$ cat src/design/iirdf1_pkg.sv
// ----------------------------------------------------------------------------
// iirdf1_pkg: shared types and constants of the direct-form-I biquad filter
// Sample and coefficient formats, tap counts, register indexes and the
// control and payload structs passed between the filter modules.
// ----------------------------------------------------------------------------
package iirdf1_pkg;

  // Data formats: signed 16-bit samples, Q2.14 coefficients
  localparam int SAMPLE_W  = 16;
  localparam int COEF_W    = 16;
  localparam int FRAC_BITS = 14;
  localparam int PROD_W    = SAMPLE_W + COEF_W;
  localparam int TERM_W    = PROD_W + 1;
  localparam int ACC_W     = PROD_W + 4;

  // Tap counts (a0 is counted but never used; it is taken as 1)
  localparam int FEEDFORWARD_TAPS = 3;
  localparam int FEEDBACK_TAPS    = 3;

  // Delay cells: one per stored history entry
  localparam int NUM_CELLS = 2;

  // Configuration port
  localparam int CFG_IDX_W  = 3;
  localparam int CFG_DATA_W = COEF_W;

  typedef enum logic [CFG_IDX_W-1:0] {
    CFG_B0 = 3'd0,
    CFG_B1 = 3'd1,
    CFG_B2 = 3'd2,
    CFG_A1 = 3'd3,
    CFG_A2 = 3'd4
  } cfg_reg_t;

  localparam logic signed [COEF_W-1:0] COEF_B0_RST = 16'sd16384;

  // Rounding and saturation limits in accumulator width
  localparam logic signed [ACC_W-1:0] ACC_RND_HALF = ACC_W'(1 << (FRAC_BITS - 1));
  localparam logic signed [ACC_W-1:0] ACC_OUT_MAX  = ACC_W'(32767);
  localparam logic signed [ACC_W-1:0] ACC_OUT_MIN  = ACC_W'(-32768);
  localparam logic signed [SAMPLE_W-1:0] OUT_MAX   = 16'sh7fff;
  localparam logic signed [SAMPLE_W-1:0] OUT_MIN   = 16'sh8000;

  // Per-item control shared by all delay cells
  typedef struct packed {
    logic shift;   // item accepted: history moves one cell along
    logic clear;   // start of block: history reads as zero
  } cell_ctl_t;

  // One result item
  typedef struct packed {
    logic signed [SAMPLE_W-1:0] sample_out;
    logic                       clipped;
  } result_t;

endpackage

$ cat src/design/iirdf1_tap_cell.sv
// ----------------------------------------------------------------------------
// iirdf1_tap_cell: one delay cell of the direct-form-I biquad
// Holds one delayed input and one delayed output, forms its tap term
// b*x - a*y and hands its history to the next cell on every item.
// ----------------------------------------------------------------------------
module iirdf1_tap_cell (
  input  logic                                   clk,
  input  logic                                   rst_n,
  input  iirdf1_pkg::cell_ctl_t                  ctl,
  input  logic signed [iirdf1_pkg::COEF_W-1:0]   coef_b,
  input  logic signed [iirdf1_pkg::COEF_W-1:0]   coef_a,
  input  logic signed [iirdf1_pkg::SAMPLE_W-1:0] x_in,
  input  logic signed [iirdf1_pkg::SAMPLE_W-1:0] y_in,
  output logic signed [iirdf1_pkg::SAMPLE_W-1:0] x_fwd,
  output logic signed [iirdf1_pkg::SAMPLE_W-1:0] y_fwd,
  output logic signed [iirdf1_pkg::TERM_W-1:0]   term
);

  logic signed [iirdf1_pkg::SAMPLE_W-1:0] x_r, x_nxt;
  logic signed [iirdf1_pkg::SAMPLE_W-1:0] y_r, y_nxt;
  logic signed [iirdf1_pkg::PROD_W-1:0]   prod_b;
  logic signed [iirdf1_pkg::PROD_W-1:0]   prod_a;

  // History as seen by the current item: zero at start of block
  assign x_fwd = ctl.clear ? '0 : x_r;
  assign y_fwd = ctl.clear ? '0 : y_r;

  // Tap term
  assign prod_b = iirdf1_pkg::PROD_W'(coef_b) * iirdf1_pkg::PROD_W'(x_fwd);
  assign prod_a = iirdf1_pkg::PROD_W'(coef_a) * iirdf1_pkg::PROD_W'(y_fwd);
  assign term   = iirdf1_pkg::TERM_W'(prod_b) - iirdf1_pkg::TERM_W'(prod_a);

  // Shift in from the neighbor when an item is taken
  assign x_nxt = ctl.shift ? x_in : x_r;
  assign y_nxt = ctl.shift ? y_in : y_r;

  always_ff @(posedge clk) begin
    if (!rst_n) begin
      x_r <= '0;
      y_r <= '0;
    end else begin
      x_r <= x_nxt;
      y_r <= y_nxt;
    end
  end

endmodule

$ cat config.mk
export PLATFORM = sky130hd
export DESIGN_NAME = iirdf1_tap_cell
export DESIGN_NICKNAME = d
export VERILOG_FILES = /design/src/design/iirdf1_pkg.sv /design/src/design/iirdf1_tap_cell.sv
export SDC_FILE = /design/constraint.sdc
export NUM_CORES = 2
export LEC_CHECK = 0
export BUFFER_PORTS_ARGS = -buffer_cell sky130_fd_sc_hd__buf_2
export CAP_MARGIN = 20
export CORE_MARGIN = 5
export CORE_UTILIZATION = 65
export CTS_BUF_LIST = sky130_fd_sc_hd__clkbuf_4 sky130_fd_sc_hd__clkbuf_8
export CTS_CLUSTER_DIAMETER = 50
export DETAILED_ROUTE_END_ITERATION = 16
export PLACE_DENSITY_LB_ADDON = 0.12
export SLEW_MARGIN = 0
export SYNTH_ARGS = -nofsm -noshare
export SYNTH_HDL_FRONTEND = slang
export SYNTH_SLANG_ARGS = --single-unit
export TNS_END_PERCENT = 30
$ cat constraint.sdc
create_clock -name clk -period 9.2 [get_ports clk]
set_clock_uncertainty 0.1 [all_clocks]
set_input_delay 0.46 -clock clk [delete_from_list [all_inputs] [get_ports clk]]
set_output_delay 0.46 -clock clk [all_outputs]
set_load 0.1 [all_outputs]
==> run_results.csv <==
group,metric,value,unit
outcome,status,"complete, no violations",
synth,synth_seq_cells,32,
floorplan,fp.dieH,194,um
placement,placed_cells,2862,
synth,synth_cells,2325,
worst_setup_path,cp_common_cell,"fa_1",
synth,avgSynthCellArea,9.45,sq um
synth,post_synth_fa_ha_maj_area_fraction,62.8,%
grt,grt_antenna_before_repair,2,
synth,async_reset_ff_share,0,%
sta,fmax,114,MHz
worst_setup_path,cp_max_fo,17,
clocking,clock_sinks,32,
sta,fin_crit_sh,95.8,%
floorplan,start_util,65.7,%
placement,port_buffers,132,
floorplan,pin_count,133,
routing,num_vias,15400,
sta,rsz0062_at_grt,"no",
grt,grt_pass1_vias,17500,
clocking,clk_path_buf_depth,2,
finish,antenna_cells,0,
sta,slew_headroom,38.1,%
sta,worst-slew-pin-transition,928,ps
clocking,clockRootBuffer,"clkbuf_8",
floorplan,fp-row-count,67,
clocking,postCtsHoldBufs,0,
sta,setup_violations,0,
hold_path,hold_class,"in2reg",
floorplan,die_area,0.0376,sq mm
synth,synth_edf_count,0,
clocking,clock_latency,280,ps
synth,ys_warn_count,0,
synth,synth.net_count,3143,
clocking,cts_tree,"yes",
synth,synth_top_family_by_area,"adder cells",
worst_setup_path,crit_path_top_delay_cell,"fa_1",
synth,ys_seq_area_share,2.92,%
synth,muxShareOfSynthArea,1.55,%
routing,wl_per_cell,19.0,um
grt,track_usage,30.5,%
clocking,clk_pin_slew_worst_paths,60,ps
placement,gp_congestion,0.978,
worst_setup_path,cpPeakStageDelay,630,ps
routing,drt-initial-drc-count,963,
clocking,numCtsBuffers,5,
finish,fin_nets,3239,
grt,grt_pass1_wl,91300,um
finish,drive_gt1_share,8.63,%
placement,dp_hpwl,47400,um
routing,drt-total-wl,54500,um
routing,first_pass_iters,6,
finish,fin_cells,2869,
sta,drv_slew,0,
synth,synth_area,0.0220,sq mm
grt,grt_max_degree,33,
worst_setup_path,cp-start-kind,"input pin",
synth,yosys.area_share.simple,15.3,%
synth,synth_xor_area_share,1.91,%
sta,final_hold_viol_count,0,
worst_setup_path,cp.required,8640,ps
finish,fillers,2633,
synth,synth_compound_area_share,2.76,%
finish,syn2layout_area_growth,7.52,%
routing,vias_per_cell,5.36,
routing,post-route-drc-count,0,
synth,yosysUniqueCellTypes,48,
job,drv_cap,0,
floorplan,dieWidth,194,um
worst_setup_path,worst-endpoint-arrival,8250,ps
worst_setup_path,end_kind,"output port",
floorplan,coreArea,0.0334,sq mm
grt,gr-total-overflow,0,
routing,ant_nets,0,
synth,synthFlopType,"dfxtp_1",
sta,layout_min_cycle_time,8810,ps
clocking,htreeDepth,2,
worst_setup_path,path_class,"in2out",
path summary, 6_finish.rpt:
kind | cells after the start | start | slack (ps) | end
max | 27 | ctl[0] | 390 | term[32]
min | 3 | x_in[10] | 330 | x_r[10]
max reg2reg | 2 | y_r[0] | 8410 | y_r[0]
min reg2reg | 2 | x_r[10] | 410 | x_r[10]
cell usage after synthesis (2+ instances only):
cell type  count  area, sq um
a211oi_1       3         22.5
a21boi_0       2         15.0
a21o_1        15          113
a21oi_1       18         90.1
a21oi_2        3         26.3
a31oi_4        2         42.5
and2_1       270         1690
and3_1         3         18.8
buf_1          5         18.8
clkbuf_1      78          293
dfxtp_1       32          641
fa_1         589        11800
ha_1         161         2010
inv_1        657         2470
mux2i_1       34          340
nand2_1      224          841
nand2b_1      21          131
nand3_1        8         40.0
nand3b_1       3         22.5
nor2_1        39          146
nor2b_1       65          407
nor3_1         6         30.0
nor3b_1        2         15.0
o211ai_1       3         22.5
o21a_1         3         22.5
o21ai_0        7         35.0
o21ai_2        2         17.5
o21bai_1       3         22.5
or2_2          2         12.5
xnor2_1       38          333
xor2_1        10         87.6
cells in the final DEF, fill, tap and decap left out, drive strengths merged, types with 2 or more instances in the layout:
cell type  count
or2            2
ha           161
xor2          10
nand3          8
buf          173
a21o          15
fa           589
nor3b          2
nand3b         3
o21ai          9
clkbuf         7
inv          657
a211oi         4
o22ai          2
a21boi         2
a31oi          2
o21bai         4
o211ai         3
nand2        224
and2         270
nor3           6
dfxtp         32
nor2b         65
mux2i         34
o21a           3
nand2b        21
nor2          39
xnor2         38
a21oi         21
and3           3
per-layer routing:
layer / part of all wire, % / global-route usage (%) / vias to the layer above / routed length [um]
met5: 0.024 / 0 / - / 13
met4: 2.4 / 6.95 / 2 / 1300
met3: 10 / 7.23 / 78 / 5430
met1: 42 / 44.5 / 7894 / 23100
met2: 45 / 47.4 / 650 / 24600
li1: - / - / 6766 / -
registers in the layout, summed over array words and instances, names as in the netlist:
signal / count
x_r: 16
y_r: 16
metrics by stage:
| step | setup TNS [ps] | util, % | hold slack [ps] | worst slack [ps] | instance area [sq um] |
|---|---|---|---|---|---|
| 5_1_grt | 0 | 70.6 | 344 | 65.0 | 23600 |
| 4_1_cts | 0 | 70.6 | 325 | 187 | 23600 |
| 6_report | 0 | 70.6 | 331 | 391 | 23600 |
| 3_3_place_gp | 0 | 70.3 | 389 | 275 | 23500 |
| 3_5_place_dp | 0 | 70.3 | 396 | 226 | 23500 |
| 2_1_floorplan | -541 | - | 374 | -151 | 22100 |
cells by family (layout without fill, tap and decap cells):
logic type,after synthesis,in the layout
mux,34,34
flops,32,32
xor+xnor,48,48
compound gates,75,75
buf+inv,741,837
simple gates,645,645
fa+ha+maj,750,750
timing repair:
action / in CTS / in global routing
endpoints found under the setup margin: 0 / 2
buffers inserted: 0 / 0
resized for setup: 0 / 3
hold endpoints to repair: 0 / 0
worst max-delay path: cells and delay by family:
kind,cells,cell delay [ps]
fa+ha+maj,9,4480
compound gates,5,1350
buf+inv,8,1230
simple gates,4,530
xor+xnor,1,180
layout make-up:
class                           instances  area (sq um)  area share, %
Sequential cell                        32           641           2.71
Inverter                              657          2470           10.4
Multi-Input combinational cell       1552         18700           79.0
Clock buffer                            7          96.3          0.408
Timing Repair Buffer                  173          1190           5.05
Tap cell                              448           561           2.37
Power is not shown: default switching activity piles up to over one toggle a cycle in this logic, so the estimate is an artifact.
