[src/design/iirdf1_pkg.sv]
// ----------------------------------------------------------------------------
// iirdf1_pkg: shared types and constants of the direct-form-I biquad filter
// Sample and coefficient formats, tap counts, register indexes and the
// control and payload structs passed between the filter modules.
// ----------------------------------------------------------------------------
package iirdf1_pkg;

  // Data formats: signed 16-bit samples, Q2.14 coefficients
  localparam int SAMPLE_W  = 16;
  localparam int COEF_W    = 16;
  localparam int FRAC_BITS = 14;
  localparam int PROD_W    = SAMPLE_W + COEF_W;
  localparam int TERM_W    = PROD_W + 1;
  localparam int ACC_W     = PROD_W + 4;

  // Tap counts (a0 is counted but never used; it is taken as 1)
  localparam int FEEDFORWARD_TAPS = 3;
  localparam int FEEDBACK_TAPS    = 3;

  // Delay cells: one per stored history entry
  localparam int NUM_CELLS = 2;

  // Configuration port
  localparam int CFG_IDX_W  = 3;
  localparam int CFG_DATA_W = COEF_W;

  typedef enum logic [CFG_IDX_W-1:0] {
    CFG_B0 = 3'd0,
    CFG_B1 = 3'd1,
    CFG_B2 = 3'd2,
    CFG_A1 = 3'd3,
    CFG_A2 = 3'd4
  } cfg_reg_t;

  localparam logic signed [COEF_W-1:0] COEF_B0_RST = 16'sd16384;

  // Rounding and saturation limits in accumulator width
  localparam logic signed [ACC_W-1:0] ACC_RND_HALF = ACC_W'(1 << (FRAC_BITS - 1));
  localparam logic signed [ACC_W-1:0] ACC_OUT_MAX  = ACC_W'(32767);
  localparam logic signed [ACC_W-1:0] ACC_OUT_MIN  = ACC_W'(-32768);
  localparam logic signed [SAMPLE_W-1:0] OUT_MAX   = 16'sh7fff;
  localparam logic signed [SAMPLE_W-1:0] OUT_MIN   = 16'sh8000;

  // Per-item control shared by all delay cells
  typedef struct packed {
    logic shift;   // item accepted: history moves one cell along
    logic clear;   // start of block: history reads as zero
  } cell_ctl_t;

  // One result item
  typedef struct packed {
    logic signed [SAMPLE_W-1:0] sample_out;
    logic                       clipped;
  } result_t;

endpackage

[src/design/iirdf1_if.sv]


interface iirdf1_out_if;
  logic                                 valid;
  logic                                 ready;
  logic signed [iirdf1_pkg::SAMPLE_W-1:0] sample_out;
  logic                                 clipped;

  modport source (output valid, output sample_out, output clipped, input ready);
  modport sink (input valid, input sample_out, input clipped, output ready);
endinterface

[src/design/iirdf1_out_skid.sv]
// ----------------------------------------------------------------------------
// iirdf1_out_skid: result register with skid stage
// Keeps the input side running while the receiver stalls; the ready it
// returns depends on registers only.
// ----------------------------------------------------------------------------
module iirdf1_out_skid (
  input  logic                clk,
  input  logic                rst_n,
  input  logic                push,
  input  iirdf1_pkg::result_t push_data,
  output logic                can_push,
  iirdf1_out_if.source        out_chan
);

  logic                out_valid_r, out_valid_nxt;
  logic                skid_valid_r, skid_valid_nxt;
  iirdf1_pkg::result_t out_data_r, out_data_nxt;
  iirdf1_pkg::result_t skid_data_r, skid_data_nxt;
  logic                out_fire;

  assign out_fire = out_valid_r & out_chan.ready;
  assign can_push = ~skid_valid_r;

  // Output register loads from skid first, else from the new item
  always_comb begin
    out_valid_nxt  = out_valid_r;
    skid_valid_nxt = skid_valid_r;
    out_data_nxt   = out_data_r;
    skid_data_nxt  = skid_data_r;
    if (!out_valid_r || out_fire) begin
      if (skid_valid_r) begin
        out_valid_nxt  = 1'b1;
        out_data_nxt   = skid_data_r;
        skid_valid_nxt = 1'b0;
      end else if (push) begin
        out_valid_nxt = 1'b1;
        out_data_nxt  = push_data;
      end else begin
        out_valid_nxt = 1'b0;
      end
    end else if (push) begin
      skid_valid_nxt = 1'b1;
      skid_data_nxt  = push_data;
    end
  end

  always_ff @(posedge clk) begin
    if (!rst_n) begin
      out_valid_r  <= 1'b0;
      skid_valid_r <= 1'b0;
    end else begin
      out_valid_r  <= out_valid_nxt;
      skid_valid_r <= skid_valid_nxt;
    end
  end

  always_ff @(posedge clk) begin
    out_data_r  <= out_data_nxt;
    skid_data_r <= skid_data_nxt;
  end

  assign out_chan.valid      = out_valid_r;
  assign out_chan.sample_out = out_data_r.sample_out;
  assign out_chan.clipped    = out_data_r.clipped;

  // A parked item always sits behind a valid output
  a_skid_behind_out: assert property (@(posedge clk) disable iff (!rst_n)
    skid_valid_r |-> out_valid_r)
    else $error("skid holds an item while output register is empty");

  // An item pushed into a stalled output lands in the skid stage
  a_push_on_stall: assert property (@(posedge clk) disable iff (!rst_n)
    (push && out_valid_r && !out_chan.ready) |=> skid_valid_r)
    else $error("item pushed during stall was not parked");

endmodule

[src/flat_wrapper.sv]
// flat-port wrapper written by rule: the top's interface ports become plain ports
module iirdf1_out_skid_flat 
  (clk, rst_n, push, push_data, can_push, out_chan_valid, out_chan_sample_out, out_chan_clipped, out_chan_ready);
  iirdf1_out_if out_chan_i ();
  input  logic clk;
  input  logic rst_n;
  input  logic push;
  input  iirdf1_pkg::result_t push_data;
  output logic can_push;
  output wire logic [$bits(out_chan_i.valid)-1:0] out_chan_valid;
  output wire logic [$bits(out_chan_i.sample_out)-1:0] out_chan_sample_out;
  output wire logic [$bits(out_chan_i.clipped)-1:0] out_chan_clipped;
  input wire logic [$bits(out_chan_i.ready)-1:0] out_chan_ready;
  assign out_chan_valid = out_chan_i.valid;
  assign out_chan_sample_out = out_chan_i.sample_out;
  assign out_chan_clipped = out_chan_i.clipped;
  assign out_chan_i.ready = out_chan_ready;
  iirdf1_out_skid u_core (.clk(clk), .rst_n(rst_n), .push(push), .push_data(push_data), .can_push(can_push), .out_chan(out_chan_i));
endmodule
[config.mk]
export PLATFORM = sky130hd
export DESIGN_NAME = iirdf1_out_skid_flat
export DESIGN_NICKNAME = d
export VERILOG_FILES = /design/src/design/iirdf1_pkg.sv /design/src/design/iirdf1_if.sv /design/src/design/iirdf1_out_skid.sv /design/src/flat_wrapper.sv
export SDC_FILE = /design/constraint.sdc
export NUM_CORES = 1
export LEC_CHECK = 0
export BUFFER_PORTS_ARGS = -buffer_cell sky130_fd_sc_hd__buf_2
export CAP_MARGIN = 10
export CORE_MARGIN = 2
export CORE_UTILIZATION = 49
export CTS_CLUSTER_SIZE = 14
export DETAILED_ROUTE_END_ITERATION = 12
export PLACE_DENSITY = 0.73
export SYNTH_ARGS = -nofsm -noshare
export SYNTH_HDL_FRONTEND = slang
export SYNTH_SLANG_ARGS = --single-unit
[constraint.sdc]
create_clock -name clk -period 2.1 [get_ports clk]
set_input_delay 0.21 -clock clk [delete_from_list [all_inputs] [get_ports clk]]
set_output_delay 0.21 -clock clk [all_outputs]
set_load 0.01 [all_outputs]
==> impl_results.md <==
- Status: finished, final reports clean
- CTS buffer count: 5
- First-pass GRT wire length: 3436 um
- Critical path class: flip-flop to flip-flop
- Num ports: 40
- Root buf cell: clkbuf_4
- Cells after synthesis: 62
- TritonCTS Sinks: 36
- Hold slack final: 0.06651 ns
- Synth top area cells: edfxtp_1 78%, mux2_2 15%, dfxtp_1 3.0%, buf_6 1.7%, and3b_1 0.67%
- Total grt overflow: 0
- Int Pwr: 1041 uW
- Synth async-reset ratio: 0%
- Layout cells sized above 1: 59.82%
- Reg power frac: 63.3%
- Largest family of logic cells by synthesized area: multiplexers
- Sw Share: 20.52%
- Post-synth net total: 83
- Leakage: 0.0006304 uW
- Final period util: 67.37%
- Slew @ Worst Pin: 0.3739 ns
- Vias in the first global route: 747
- Final Slew Violations: 0
- H-Tree Level Count: 2
- Cts hold-fix bufs: 0
- Final ANT Viol Nets: 0
- Crit path cell chain: nor2b_1 > and2_1 > buf_12
- Synth Register Bits: 36
- Top Family by Delay on Critical Path: simple AND/OR/NAND/NOR gates
- Rel. slew slack: 75.07%
- # setup viols final: 0
- Final worst path period need: 1.415 ns
- Yosys cell types: 10
- Avg Cell Area, Syn: 21.23 um2
- Initial core utilization: 52.18%
- HPWL after detailed placement: 1494 um
- DR iter-0 viols: 8
- DR WL/cell: 14.74 um
- Sequential-to-total area share from yosys stat: 80.61%
- CTS tree: done
- WP buf/inv: 1
- Post-synth EDFFs: 34
- Power density cells: 801.2 mW/mm2
- CTS resizes: 0
- Peak Freq: 706.9 MHz
- Commonest cells post-synth: 34 x edfxtp_1, 17 x mux2_2, 2 x buf_6, 2 x dfxtp_1, 2 x nor2_1
- Area of the core: 0.002522 mm2
- Detail-routed via count per cell: 5.070
- Final-stage net count: 132
- Yosys top cell area share: 77.57%
- Sw power: 268.8 uW
- Die ar.: 0.003117 mm2
- Die Height: 55.83 um
- Synthesis-to-layout area growth: 24.24%
- Worst EP required: 2.15 ns
- Clk buf depth: 2
- Cell area after placement: 0.001577 mm2
- CP arrival: 1.46 ns
- Xor and xnor area share after synthesis: 0%
- FP Rows: 18
- Post-CTS Setup Bufs: 0
- CP Capture Type: flip-flop
- Slowest stage delay, CP: 0.39 ns
- Clock share of power: 28.5%
- Tightest Hold Check Type: input pin to flip-flop
- GP Congestion: 0.6259
- Post-Syn Area: 0.001316 mm2
- Drt total wl: 2093 um
- Setup TNS Final: 0 ns
- Combinational Power Share: 8.2%
- Drt first pass iters: 3
- Synthesized-area fraction occupied by adder cells: 0%
- Count leader, synth: edfxtp_1
- Largest net degree at the start of global routing: 12
- Clk Latency, worst-skew pair: 0.33 ns
- Worst Skew: 0.005066 ns
- Crit path max fanout: 11
- Slowest cell on the critical path: and2_1
- Startpoint types: flip-flop
- Diodes inserted: 0
- Port Buffers: 39
- Gr usage total: 14.99%
- Clk slew on worst S/H paths: 0.10 ns
- Synth Area in Simple Gates: 2.186%
- Largest area contributor in the netlist: edfxtp_1
- Hold Fails Final Rpt: 0
- Compound-Gate Fraction of Synth Area: 0.6654%
- IR drop worst, VDD: 632.9 uV
- Initial antenna violation count: 0
- Most used DFF post-synth: edfxtp_1
- Die width: 55.83 um
- Post-route DRC: 0
- Yosys warns: 0
- Final core utilization: 64.83%
- RSZ-0062 raised after global routing: false
- Maxcap violations: 0
- Portion of netlist area occupied by mux cells: 14.54%
- Fin area: 0.001635 mm2
- Vias: 720
## final cells by class
cell class              count  area [um2]
flip-flops and latches     36        1061
repair buffers             44       245.2
inverters                   1       3.754
multi-input cells          23       229.0
well taps                  30       37.54
clock buffers               8       58.81
fillers                   201       887.1
## through the flow
step           setup slack [ns]  std cells  total power (uW)
3_3_place_gp             0.7570        134             949.9
2_1_floorplan            0.4327         62             896.1
4_1_cts                  0.6769        142              1323
6_report                 0.6853        142              1310
3_5_place_dp             0.6963        134             955.1
5_1_grt                  0.6241        142              1364
## path summary, 6_finish.rpt
check	from	endpoint	slack (ns)	cells after the start
setup / recovery	u_core.out_chan.valid	u_core.skid_data_r[2]	0.69	3
hold / removal	push_data[3]	u_core.skid_data_r[3]	0.07	1
setup reg to reg	u_core.out_chan.valid	u_core.skid_data_r[2]	0.69	3
hold reg to reg	u_core.skid_data_r[2]	u_core.out_chan.sample_out[1]	0.56	1
## power groups by stage
stage                     logic, uW  clock network, uW  registers (uW)
after floorplan                36.0                  0             860
after global placement          105                  0             845
after detailed placement        109                  0             846
after CTS                       110                384             830
after global routing            118                414             833
final                           107                374             829
## metal layers
metal  part of all wire [%]  track usage, %  vias to the layer above
li1                       -               -                      345
met1                     41           17.38                      347
met2                     52           24.32                       26
met3                    6.3           6.744                        2
met4                   0.57           6.122                        0
met5                      0               0                        -
## cell families after synthesis
logic type	after synthesis
DFF	36
muxes	17
and+or+nand+nor	5
buffers and inverters	3
AOI/OAI and AO/OA	1
## sequential cells by signal, summed over array words and instances (netlist names)
name,cells
u_core.out_chan.sample_out,16
u_core.out_chan.valid,1
u_core.out_chan.clipped,1
u_core.skid_valid_r,1
u_core.skid_data_r,17
## cell usage in the layout (no fill, tap or decap)
cell type,instances
mux2_2,17
inv_1,1
o31a_1,1
edfxtp_1,34
clkbuf_8,1
buf_4,4
and2_1,1
dfxtp_1,2
buf_2,39
clkbuf_1,2
nor2_1,2
buf_12,1
nor2b_1,1
clkbuf_4,5
and3b_1,1
No activity file was read; power rests on OpenSTA's default activity.
